==> config.mk <==
export PLATFORM = sky130hd
export DESIGN_NAME = multi_slot_interval_timer_table_core
export DESIGN_NICKNAME = d
export VERILOG_FILES = /design/src/rtl/core/tmrtbl_pkg.sv /design/src/rtl/core/tmrtbl_ctrl.sv /design/src/rtl/core/tmrtbl_rem.sv /design/src/rtl/core/tmrtbl_dp.sv /design/src/rtl/core/multi_slot_interval_timer_table_core.sv
export SDC_FILE = /design/constraint.sdc
export NUM_CORES = 2
export LEC_CHECK = 0
export ABC_CLOCK_PERIOD_IN_PS = 9900
export BUFFER_PORTS_ARGS = -buffer_cell sky130_fd_sc_hd__buf_4
export CORE_MARGIN = 2
export CORE_UTILIZATION = 55
export DETAILED_ROUTE_END_ITERATION = 10
export PLACE_DENSITY = 0.82
export SETUP_SLACK_MARGIN = 0.1
export SLEW_MARGIN = 20
export SYNTH_ARGS = -nofsm -noshare
export SYNTH_HDL_FRONTEND = slang
export SYNTH_SLANG_ARGS = --single-unit
==> constraint.sdc <==
create_clock -name clk -period 9.9 [get_ports clk]
set_input_delay 0.495 -clock clk [delete_from_list [all_inputs] [get_ports clk]]
set_output_delay 0.495 -clock clk [all_outputs]
set_load 0.01 [all_outputs]
==> src/rtl/core/tmrtbl_pkg.sv <==
// shared types and constants of the interval timer slot table
// controller commands, datapath status, slot entry layout, result kinds
// no dependencies
package tmrtbl_pkg;

	// stream payload widths, padded to whole bytes
	localparam int IN_DATA_W  = 80;
	localparam int OUT_DATA_W = 56;

	localparam logic [31:0] US_PER_MS = 32'd1000;
	localparam logic [31:0] NO_DUE    = 32'hffff_ffff;
	localparam logic [15:0] TOL_RESET = 16'd1000;

	// request selector carried in the input tuser
	typedef enum logic [1:0] {
		OP_REGISTER = 2'd0,
		OP_CANCEL   = 2'd1,
		OP_TICK     = 2'd2,
		OP_NONE     = 2'd3
	} op_t;

	// result kind carried in the output tuser
	typedef enum logic [2:0] {
		KIND_REGD   = 3'd0,
		KIND_FULL   = 3'd1,
		KIND_FIRED  = 3'd2,
		KIND_DONE   = 3'd3,
		KIND_CANCEL = 3'd4
	} kind_t;

	// one slot of the timer memory
	typedef struct packed {
		logic [31:0] step_us;
		logic [31:0] due_us;
		logic [15:0] count;
		logic        rep_forever;
	} slot_entry_t;

	// controller to datapath
	typedef struct packed {
		logic  load_in;
		logic  idx_inc;
		logic  step_mul;
		logic  reg_write;
		logic  cancel;
		logic  eval_load;
		logic  fire;
		logic  div_start;
		logic  adj;
		logic  wb;
		logic  cmp;
		logic  emit;
		kind_t emit_kind;
	} ctrl_cmd_t;

	// datapath to controller
	typedef struct packed {
		logic used_cur;
		logic idx_last;
		logic out_free;
		logic fire_hit;
		logic fire_final;
		logic catch_up;
		logic div_busy;
	} ctrl_sts_t;

	// modular time order: a strictly before b
	function automatic logic is_before(input logic [31:0] a, input logic [31:0] b);
		logic [31:0] d;
		d = b - a;
		return (d != 32'd0) && !d[31];
	endfunction

endpackage

==> src/rtl/core/tmrtbl_ctrl.sv <==
// controller state machine of the timer slot table
// sequences register, cancel and tick requests over the datapath
// depends on tmrtbl_pkg
module tmrtbl_ctrl (
	input  logic                  clk,
	input  logic                  arst_n,
	input  logic                  in_valid,
	input  tmrtbl_pkg::op_t       in_op,
	output logic                  in_ready,
	input  tmrtbl_pkg::ctrl_sts_t sts,
	output tmrtbl_pkg::ctrl_cmd_t cmd
);
	import tmrtbl_pkg::*;

	typedef enum logic [14:0] {
		ST_IDLE      = 15'b000000000000001,
		ST_REG_SCAN  = 15'b000000000000010,
		ST_REG_MUL   = 15'b000000000000100,
		ST_REG_WRITE = 15'b000000000001000,
		ST_REG_FULL  = 15'b000000000010000,
		ST_CANCEL    = 15'b000000000100000,
		ST_T_READ    = 15'b000000001000000,
		ST_T_EVAL    = 15'b000000010000000,
		ST_T_FIRE    = 15'b000000100000000,
		ST_T_CHK     = 15'b000001000000000,
		ST_T_DIV     = 15'b000010000000000,
		ST_T_WB      = 15'b000100000000000,
		ST_T_CMP     = 15'b001000000000000,
		ST_T_NEXT    = 15'b010000000000000,
		ST_T_DONE    = 15'b100000000000000
	} state_t;

	state_t state_q, state_d;

	// state register
	always_ff @(posedge clk or negedge arst_n) begin
		if (!arst_n) begin
			state_q <= ST_IDLE;
		end else begin
			state_q <= state_d;
		end
	end

	// next state and commands
	always_comb begin
		state_d       = state_q;
		cmd           = '0;
		cmd.emit_kind = KIND_REGD;
		in_ready      = 1'b0;
		case (state_q)
			ST_IDLE: begin
				in_ready = 1'b1;
				if (in_valid) begin
					cmd.load_in = 1'b1;
					case (in_op)
						OP_REGISTER: state_d = ST_REG_SCAN;
						OP_CANCEL:   state_d = ST_CANCEL;
						OP_TICK:     state_d = ST_T_READ;
						default:     state_d = ST_IDLE;
					endcase
				end
			end
			// walk the used bits for the lowest free slot
			ST_REG_SCAN: begin
				if (!sts.used_cur) begin
					state_d = ST_REG_MUL;
				end else if (sts.idx_last) begin
					state_d = ST_REG_FULL;
				end else begin
					cmd.idx_inc = 1'b1;
				end
			end
			ST_REG_MUL: begin
				cmd.step_mul = 1'b1;
				state_d      = ST_REG_WRITE;
			end
			ST_REG_WRITE: begin
				if (sts.out_free) begin
					cmd.reg_write = 1'b1;
					cmd.emit      = 1'b1;
					cmd.emit_kind = KIND_REGD;
					state_d       = ST_IDLE;
				end
			end
			ST_REG_FULL: begin
				if (sts.out_free) begin
					cmd.emit      = 1'b1;
					cmd.emit_kind = KIND_FULL;
					state_d       = ST_IDLE;
				end
			end
			ST_CANCEL: begin
				if (sts.out_free) begin
					cmd.cancel    = 1'b1;
					cmd.emit      = 1'b1;
					cmd.emit_kind = KIND_CANCEL;
					state_d       = ST_IDLE;
				end
			end
			// tick: skip free slots, read live ones
			ST_T_READ: begin
				if (sts.used_cur) begin
					state_d = ST_T_EVAL;
				end else if (sts.idx_last) begin
					state_d = ST_T_DONE;
				end else begin
					cmd.idx_inc = 1'b1;
				end
			end
			ST_T_EVAL: begin
				cmd.eval_load = 1'b1;
				state_d       = sts.fire_hit ? ST_T_FIRE : ST_T_CMP;
			end
			ST_T_FIRE: begin
				if (sts.out_free) begin
					cmd.fire      = 1'b1;
					cmd.emit      = 1'b1;
					cmd.emit_kind = KIND_FIRED;
					state_d       = sts.fire_final ? ST_T_NEXT : ST_T_CHK;
				end
			end
			ST_T_CHK: begin
				if (sts.catch_up) begin
					cmd.div_start = 1'b1;
					state_d       = ST_T_DIV;
				end else begin
					state_d = ST_T_WB;
				end
			end
			ST_T_DIV: begin
				if (!sts.div_busy) begin
					cmd.adj = 1'b1;
					state_d = ST_T_WB;
				end
			end
			ST_T_WB: begin
				cmd.wb  = 1'b1;
				state_d = ST_T_CMP;
			end
			ST_T_CMP: begin
				cmd.cmp = 1'b1;
				state_d = ST_T_NEXT;
			end
			ST_T_NEXT: begin
				if (sts.idx_last) begin
					state_d = ST_T_DONE;
				end else begin
					cmd.idx_inc = 1'b1;
					state_d     = ST_T_READ;
				end
			end
			ST_T_DONE: begin
				if (sts.out_free) begin
					cmd.emit      = 1'b1;
					cmd.emit_kind = KIND_DONE;
					state_d       = ST_IDLE;
				end
			end
			default: begin
				state_d = ST_IDLE;
			end
		endcase
	end

endmodule

==> src/rtl/core/tmrtbl_rem.sv <==
// bit-serial remainder unit, one quotient bit per cycle
// restoring scheme over 32-bit operands, no dependencies
module tmrtbl_rem (
	input  logic        clk,
	input  logic        arst_n,
	input  logic        start,
	input  logic [31:0] dividend,
	input  logic [31:0] divisor,
	output logic        busy,
	output logic [31:0] rem
);
	logic [5:0]  cnt_q;
	logic [31:0] rem_q;
	logic [31:0] dvd_q;
	logic [31:0] dsr_q;
	logic [32:0] shifted;
	logic [32:0] diff;

	// one restoring step
	always_comb begin
		shifted = {rem_q, dvd_q[31]};
		diff    = shifted - {1'b0, dsr_q};
	end

	// step counter
	always_ff @(posedge clk or negedge arst_n) begin
		if (!arst_n) begin
			cnt_q <= '0;
		end else if (start) begin
			cnt_q <= 6'd32;
		end else if (cnt_q != 6'd0) begin
			cnt_q <= cnt_q - 6'd1;
		end
	end

	// partial remainder and dividend shift register
	always_ff @(posedge clk) begin
		if (start) begin
			rem_q <= '0;
			dvd_q <= dividend;
			dsr_q <= divisor;
		end else if (cnt_q != 6'd0) begin
			rem_q <= diff[32] ? shifted[31:0] : diff[31:0];
			dvd_q <= {dvd_q[30:0], 1'b0};
		end
	end

	assign busy = (cnt_q != 6'd0);
	assign rem  = rem_q;

endmodule

==> src/rtl/core/tmrtbl_dp.sv <==
// datapath of the timer slot table: slot memory, used bits, working registers,
// tolerance register, catch-up remainder unit and result register
// depends on tmrtbl_pkg and tmrtbl_rem
module tmrtbl_dp #(
	parameter int TIMER_SLOTS = 8
) (
	input  logic                                 clk,
	input  logic                                 arst_n,
	input  logic [tmrtbl_pkg::IN_DATA_W-1:0]     in_data,
	input  logic                                 cfg_we,
	input  logic [15:0]                          cfg_wdata,
	input  tmrtbl_pkg::ctrl_cmd_t                cmd,
	output tmrtbl_pkg::ctrl_sts_t                sts,
	input  logic                                 out_ready,
	output logic                                 out_valid,
	output logic [tmrtbl_pkg::OUT_DATA_W-1:0]    out_data,
	output logic [2:0]                           out_kind,
	output logic                                 out_last
);
	import tmrtbl_pkg::*;

	localparam int SLOT_W = (TIMER_SLOTS > 1) ? $clog2(TIMER_SLOTS) : 1;
	localparam logic [SLOT_W-1:0] LAST_IDX = SLOT_W'(TIMER_SLOTS - 1);

	// input beat fields
	logic [31:0] in_now;
	logic [21:0] in_period;
	logic [15:0] in_count;
	logic        in_forever;
	logic [2:0]  in_sidx;

	assign in_now     = in_data[31:0];
	assign in_period  = in_data[53:32];
	assign in_count   = in_data[69:54];
	assign in_forever = in_data[70];
	assign in_sidx    = in_data[73:71];

	logic [15:0]       tol_q;
	logic [31:0]       now_q, target_q;
	logic [21:0]       period_q;
	logic [15:0]       count_q;
	logic              forever_q;
	logic [2:0]        sidx_q;
	logic [SLOT_W-1:0] idx_q;
	logic [TIMER_SLOTS-1:0] used_q;

	slot_entry_t slot_mem_q [TIMER_SLOTS];
	slot_entry_t rd_q;
	slot_entry_t wr_data;
	logic        wr_en;

	logic [31:0] step_w_q, due_w_q;
	logic [15:0] cnt_w_q;
	logic        fe_w_q;

	logic        found_q;
	logic [31:0] best_due_q, best_dist_q;

	logic [21:0] per_eff;
	logic [15:0] cnt_eff;
	logic        final_fire;
	logic        cancel_hit;
	logic [31:0] due_dist;
	logic        better;
	logic        div_busy;
	logic [31:0] div_rem;

	// tolerance register
	always_ff @(posedge clk or negedge arst_n) begin
		if (!arst_n) begin
			tol_q <= TOL_RESET;
		end else if (cfg_we) begin
			tol_q <= cfg_wdata;
		end
	end

	// request capture
	always_ff @(posedge clk) begin
		if (cmd.load_in) begin
			now_q     <= in_now;
			target_q  <= in_now + 32'(tol_q);
			period_q  <= in_period;
			count_q   <= in_count;
			forever_q <= in_forever;
			sidx_q    <= in_sidx;
		end
	end

	// zero period and zero count arm as one
	assign per_eff    = (period_q == 22'd0) ? 22'd1 : period_q;
	assign cnt_eff    = (count_q == 16'd0) ? 16'd1 : count_q;
	assign final_fire = !fe_w_q && (cnt_w_q <= 16'd1);
	assign cancel_hit = (32'(sidx_q) < 32'(TIMER_SLOTS));

	// slot index counter
	always_ff @(posedge clk or negedge arst_n) begin
		if (!arst_n) begin
			idx_q <= '0;
		end else if (cmd.load_in) begin
			idx_q <= '0;
		end else if (cmd.idx_inc) begin
			idx_q <= idx_q + SLOT_W'(1);
		end
	end

	// used bits
	always_ff @(posedge clk or negedge arst_n) begin
		if (!arst_n) begin
			used_q <= '0;
		end else if (cmd.reg_write) begin
			used_q[idx_q] <= 1'b1;
		end else if (cmd.cancel && cancel_hit) begin
			used_q[SLOT_W'(sidx_q)] <= 1'b0;
		end else if (cmd.fire && final_fire) begin
			used_q[idx_q] <= 1'b0;
		end
	end

	// slot memory write port
	always_comb begin
		wr_en   = cmd.reg_write | cmd.wb;
		wr_data = '{step_us: step_w_q, due_us: due_w_q, count: cnt_w_q,
			rep_forever: fe_w_q};
		if (cmd.reg_write) begin
			wr_data = '{step_us: step_w_q, due_us: now_q + step_w_q, count: cnt_eff,
				rep_forever: forever_q};
		end
	end

	// slot memory, registered read at the scan index
	always_ff @(posedge clk) begin
		if (wr_en) begin
			slot_mem_q[idx_q] <= wr_data;
		end
		rd_q <= slot_mem_q[idx_q];
	end

	// catch-up remainder of (target - due) by the step
	tmrtbl_rem u_rem (
		.clk      (clk),
		.arst_n   (arst_n),
		.start    (cmd.div_start),
		.dividend (target_q - due_w_q),
		.divisor  (step_w_q),
		.busy     (div_busy),
		.rem      (div_rem)
	);

	// working copy of the slot under evaluation
	always_ff @(posedge clk) begin
		if (cmd.step_mul) begin
			step_w_q <= 32'(per_eff) * US_PER_MS;
		end else if (cmd.eval_load) begin
			step_w_q <= rd_q.step_us;
		end
		if (cmd.eval_load) begin
			due_w_q <= rd_q.due_us;
			cnt_w_q <= rd_q.count;
			fe_w_q  <= rd_q.rep_forever;
		end else if (cmd.fire) begin
			due_w_q <= due_w_q + step_w_q;
			if (!fe_w_q) begin
				cnt_w_q <= cnt_w_q - 16'd1;
			end
		end else if (cmd.adj) begin
			// land on the first period boundary not before the target
			due_w_q <= (div_rem == 32'd0) ? target_q : target_q + (step_w_q - div_rem);
		end
	end

	// earliest due time tracking
	assign due_dist = due_w_q - now_q;
	assign better   = !found_q || (due_dist < best_dist_q);

	always_ff @(posedge clk or negedge arst_n) begin
		if (!arst_n) begin
			found_q <= 1'b0;
		end else if (cmd.load_in) begin
			found_q <= 1'b0;
		end else if (cmd.cmp) begin
			found_q <= 1'b1;
		end
	end

	always_ff @(posedge clk) begin
		if (cmd.cmp && better) begin
			best_dist_q <= due_dist;
			best_due_q  <= due_w_q;
		end
	end

	// result register
	logic        out_valid_q;
	kind_t       kind_q;
	logic [2:0]  slot_q, slot_d;
	logic [15:0] left_q, left_d;
	logic        ffe_q, ffe_d;
	logic [31:0] early_q, early_d;
	logic        dfound_q, dfound_d;
	logic        last_q, last_d;

	always_comb begin
		slot_d   = 3'd0;
		left_d   = 16'd0;
		ffe_d    = 1'b0;
		early_d  = 32'd0;
		dfound_d = 1'b0;
		last_d   = 1'b1;
		case (cmd.emit_kind)
			KIND_REGD: begin
				slot_d = 3'(idx_q);
			end
			KIND_FULL: begin
				slot_d = 3'd0;
			end
			KIND_FIRED: begin
				slot_d = 3'(idx_q);
				left_d = fe_w_q ? 16'd0 : cnt_w_q - 16'd1;
				ffe_d  = fe_w_q;
				last_d = 1'b0;
			end
			KIND_DONE: begin
				early_d  = found_q ? best_due_q : NO_DUE;
				dfound_d = found_q;
			end
			KIND_CANCEL: begin
				slot_d = sidx_q;
			end
			default: begin
				slot_d = 3'd0;
			end
		endcase
	end

	always_ff @(posedge clk or negedge arst_n) begin
		if (!arst_n) begin
			out_valid_q <= 1'b0;
		end else if (cmd.emit) begin
			out_valid_q <= 1'b1;
		end else if (out_ready) begin
			out_valid_q <= 1'b0;
		end
	end

	always_ff @(posedge clk) begin
		if (cmd.emit) begin
			kind_q   <= cmd.emit_kind;
			slot_q   <= slot_d;
			left_q   <= left_d;
			ffe_q    <= ffe_d;
			early_q  <= early_d;
			dfound_q <= dfound_d;
			last_q   <= last_d;
		end
	end

	assign out_valid = out_valid_q;
	assign out_data  = {3'd0, dfound_q, early_q, ffe_q, left_q, slot_q};
	assign out_kind  = 3'(kind_q);
	assign out_last  = last_q;

	// status to the controller
	always_comb begin
		sts            = '0;
		sts.used_cur   = used_q[idx_q];
		sts.idx_last   = (idx_q == LAST_IDX);
		sts.out_free   = !out_valid_q || out_ready;
		sts.fire_hit   = !is_before(target_q, rd_q.due_us);
		sts.fire_final = final_fire;
		sts.catch_up   = is_before(due_w_q, target_q);
		sts.div_busy   = div_busy;
	end

endmodule

==> src/rtl/core/multi_slot_interval_timer_table_core.sv <==
// top level of the interval timer slot table
// joins the controller and the datapath to the stream and configuration ports
// depends on tmrtbl_pkg, tmrtbl_ctrl, tmrtbl_dp
//
// A table of TIMER_SLOTS interval timers, one request per input beat, one at a time.
// A register request (tuser 0) takes the lowest free slot and answers with one beat
// once the scan reaches it past the used slots. A cancel (tuser 1) answers with one
// beat; tuser 3 is taken and dropped. A tick (tuser 2) scans every slot through
// the single port of the slot memory: it skips a free slot and reads and evaluates a
// live one; a slot that fires for the last time moves on, one that fires and stays armed
// is checked and written back, and it waits on the bit-serial remainder unit, which finds
// the catch-up point, when a fired timer has fallen more than one period behind. The tick
// ends with one beat that carries the earliest due time. An output register holds each
// result beat, so a new request is taken while the final beat of the last one waits; a
// stalled master side holds the scan at its next beat.
module multi_slot_interval_timer_table_core #(
	parameter int TIMER_SLOTS = 8
) (
	input  logic        clk,
	input  logic        arst_n,
	// request beat
	input  logic        s_tvalid,
	output logic        s_tready,
	input  logic [79:0] s_tdata,   // now_us, period_ms, repeat_count, run_forever, slot_index
	input  logic [1:0]  s_tuser,   // op
	// result beat
	output logic        m_tvalid,
	input  logic        m_tready,
	output logic [55:0] m_tdata,   // slot, firings_left, fires_forever, earliest_due_us, due_found
	output logic [2:0]  m_tuser,   // kind
	output logic        m_tlast,
	// tolerance register
	input  logic        cfg_we,
	input  logic [15:0] cfg_wdata
);
	import tmrtbl_pkg::*;

	ctrl_cmd_t cmd;
	ctrl_sts_t sts;

	// sequencer
	tmrtbl_ctrl u_ctrl (
		.clk      (clk),
		.arst_n   (arst_n),
		.in_valid (s_tvalid),
		.in_op    (op_t'(s_tuser)),
		.in_ready (s_tready),
		.sts      (sts),
		.cmd      (cmd)
	);

	// table storage and arithmetic
	tmrtbl_dp #(
		.TIMER_SLOTS (TIMER_SLOTS)
	) u_dp (
		.clk       (clk),
		.arst_n    (arst_n),
		.in_data   (s_tdata),
		.cfg_we    (cfg_we),
		.cfg_wdata (cfg_wdata),
		.cmd       (cmd),
		.sts       (sts),
		.out_ready (m_tready),
		.out_valid (m_tvalid),
		.out_data  (m_tdata),
		.out_kind  (m_tuser),
		.out_last  (m_tlast)
	);

endmodule
==> flow_summary.ini <==
[logic_synthesis]
synth.distinct_cells = 83
synth-edff-count = 1017
ys_async_sr_fraction_pct = 4.23
yosys_warnings = 0
syn_area_mm2 = 0.0604
syn-mean-instance-area_um2 = 11.9
ys_ff_latch = 1183
synthFlopType = edfxtp_1
syn_inst = 5096
synth.yosys.seq_area_share_pct = 56.5

[floorplan]
die_area_mm2 = 0.113
rows = 121
coreArea_mm2 = 0.109
ios = 165
fp.dieH_um = 335
die_w_um = 335
start_util_pct = 55.5

[sta]
finalHoldViolCount = 0
clock.fmax_mhz = 140
grt_setup_unrepaired = false
clock_skew_ns = 0.0921
maxSlewHeadroom_pct = 17.4
slew_violations = 0
setup_violations = 0
tightest_slew_ns = 1.23
finalCritPeriodShare_pct = 72.1
fin_tns_setup_ns = 0
min_period_ns = 7.14

[finish]
area_delta_synth_final_pct = 12.8
stdcell_area_mm2 = 0.0681
fin_util_pct = 62.6
drive_gt1_share_pct = 9.42
fill_cells = 7875
final_nets = 5882
antenna_cells = 0
regArea_mm2 = 0.0341
multi_input_area_mm2 = 0.0238
final_cell_mix = edfxtp_1 (1,017), inv_1 (491), nand2_1 (346)
final_common_cell = edfxtp_1

[worst_hold_path]
min_path_cells = 1
worst_hold_path_type = input port to register
min_to = u_dp.now_q[30]$_DFFE_PP_
hold_path_startpoint = s_tdata[30]

[drt]
wirelength_um = 161000
ant_nets = 0
num_vias = 42800
wire_per_inst_um = 23.6
avgViaCountPerCell = 6.26
drc_errors = 0
detail_route.first_pass.iterations = 9
drt_iter0_markers = 4922

[clock_tree]
cts_max_path_buffers = 3
cts.sinks = 1183
cts_made_buffers = 116
cts_tree = built
cts_setup_buffers = 0
clk-insertion-delay-late_ns = 0.76
htreeDepth = 3
cts.reportedPaths.clkPinSlew_ns = 0.07
clock-root-buffer = clkbuf_16

[grt]
grt_pass1_wl_um = 245000
antenna_found_initial = 0
grt_start_max_net_pins = 71
grt_pass1_vias = 42900
grt-ovfl-total = 0
grt_use_total_pct = 28.4

[setup_path]
required_ns = 10.34
critical-path-top-delay-family = compound AO/OA/AOI/OAI gates
critPathArrivalTime_ns = 7.58
r2r_slack_ns = 2.76
cpMostUsedCell = fa_1
rr_worst_depth = 21
timing.rr.end = u_dp.step_w_q[28]$_DFFE_PP_
timing.rr.start = u_dp.period_q[2]$_DFFE_PP_
slowest_stage = a2111oi_0
end_kind = register
startpoint_type = register
crit_start = u_dp.period_q[2]$_DFFE_PP_
worstPathCellList = nor4_1, nand2_1, nor3_1, nor2_1, fa_1, fa_1, fa_1, fa_1, inv_1, ha_1, inv_1, o21bai_1, a2111oi_0, o31ai_1, a21o_1, o311a_1, o31ai_1, a21boi_0, a31o_2, xnor2_1, o21ai_0
crit_fanout = 5
slowest_delay_ns = 0.67
crit_buf_inv = 2
path_class = register to register

[place]
io_buffers = 155
postPlaceCellArea_mm2 = 0.0632
gp_congestion = 0.974
dp_hpwl_um = 109000

[outcome]
status = finished clean

[job]
cap_violations = 0
## synth_stat cells, drive strengths merged (18+ instances only)
library cell  number  share of area [%]
nor2             275                1.7
dfrtp             43                1.8
ha               339                7.0
o211ai            55               0.68
xor2              90                1.3
nand4            118                1.2
o21ai            234                1.9
a211oi            35               0.43
clkbuf           174                1.1
nand2b            50               0.52
edfxtp          1017                 51
nand3             73               0.60
inv              491                3.0
and2              18               0.19
a21oi            311                2.6
o21bai            21               0.26
fa               115                3.8
nor4              33               0.35
o31ai             21               0.26
a21o             105                1.3
and3              29               0.30
nand2            347                2.2
a31oi             30               0.31
nor3              59               0.49
buf               27               0.30
dfxtp            116                3.8
nor2b             44               0.46
mux2              41               0.86
or3               24               0.25
a22oi            326                4.0
o21a              36               0.45
xnor2            151                2.2
## timing repair
| action | in CTS | in global routing |
|---|---|---|
| endpoints found under the hold margin | 125 | 0 |
| hold buffers | 84 | 0 |
| resized for setup | 0 | 0 |
## cells by family (layout without fill, tap and decap cells)
| logic type | Yosys count | count (layout) | share of synthesized area (%) |
|---|---|---|---|
| and+or+nand+nor | 1131 | 1131 | 9.03 |
| muxes | 55 | 55 | 1.10 |
| other | 1 | 3 | 0.00621 |
| buffers and inverters | 693 | 1021 | 4.44 |
| adders and majority gates | 454 | 454 | 10.8 |
| AOI/OAI and AO/OA | 1338 | 1338 | 14.6 |
| DFF | 1183 | 1183 | 56.5 |
| xor gates and xnor gates | 241 | 241 | 3.49 |
## registers in the layout, summed over array words and instances, names as in the netlist, 22 cells and up
name,flops
u_dp.u_rem.rem,32
u_dp.u_rem.dsr_q,32
u_dp.due_w_q,32
u_dp.early_q,32
u_dp.now_q,32
u_dp.u_rem.dvd_q,32
u_dp.period_q,22
u_dp.rd_q,81
u_dp.best_dist_q,32
u_dp.target_q,32
u_dp.best_due_q,32
u_dp.slot_mem_q,648
u_dp.step_w_q,32
## layer usage
metal	global-route usage, %	part of all wire [%]	vias up
li1	-	-	19300
met1	37.0	38	20700
met2	47.0	47	2376
met3	4.15	10	419
met4	13.5	4.7	0
met5	0	0	-
## worst max path at each step
stage,slack [ns],to,depth (start not counted)
floorplan,1.58,u_dp.slot_mem_q[5][0]$_DFFE_PP_,10
global placement,3.04,u_dp.best_due_q[26]$_DFFE_PP_,24
detailed placement,2.86,u_dp.best_due_q[28]$_DFFE_PP_,24
CTS,2.77,u_dp.best_dist_q[27]$_DFFE_PP_,24
global route,2.31,u_dp.best_dist_q[22]$_DFFE_PP_,22
finish,2.76,u_dp.step_w_q[28]$_DFFE_PP_,21
## cell type report
cell class	instances	area share, %
clock inverters	70	1.36
multi-input cells	3222	34.9
well taps	1414	2.60
inverters	492	2.71
clock buffers	149	4.64
repair buffers	310	3.72
flip-flops and latches	1183	50.1
## worst reg2reg max path, stage by stage (launching register included)
cell	delay, ns
edfxtp_1	0.47
nor4_1	0.32
nand2_1	0.16
nor3_1	0.43
nor2_1	0.23
fa_1	0.57
fa_1	0.58
fa_1	0.44
fa_1	0.51
inv_1	0.04
ha_1	0.26
inv_1	0.13
o21bai_1	0.15
a2111oi_0	0.68
o31ai_1	0.16
a21o_1	0.24
o311a_1	0.31
o31ai_1	0.30
a21boi_0	0.21
a31o_2	0.31
xnor2_1	0.27
o21ai_0	0.12
## stage by stage
stage / std cells / setup WS [ns] / hold WS, ns
2_1_floorplan: 5098 / 1.58 / 0.199
3_3_place_gp: 6537 / 3.04 / 0.389
3_5_place_dp: 6537 / 2.86 / 0.402
4_1_cts: 6840 / 2.77 / 0.00354
5_1_grt: 6840 / 2.31 / 0.0247
6_report: 6840 / 2.76 / 0.0345
Power is not shown: default switching activity piles up to over one toggle a cycle in this logic, so the estimate is an artifact.
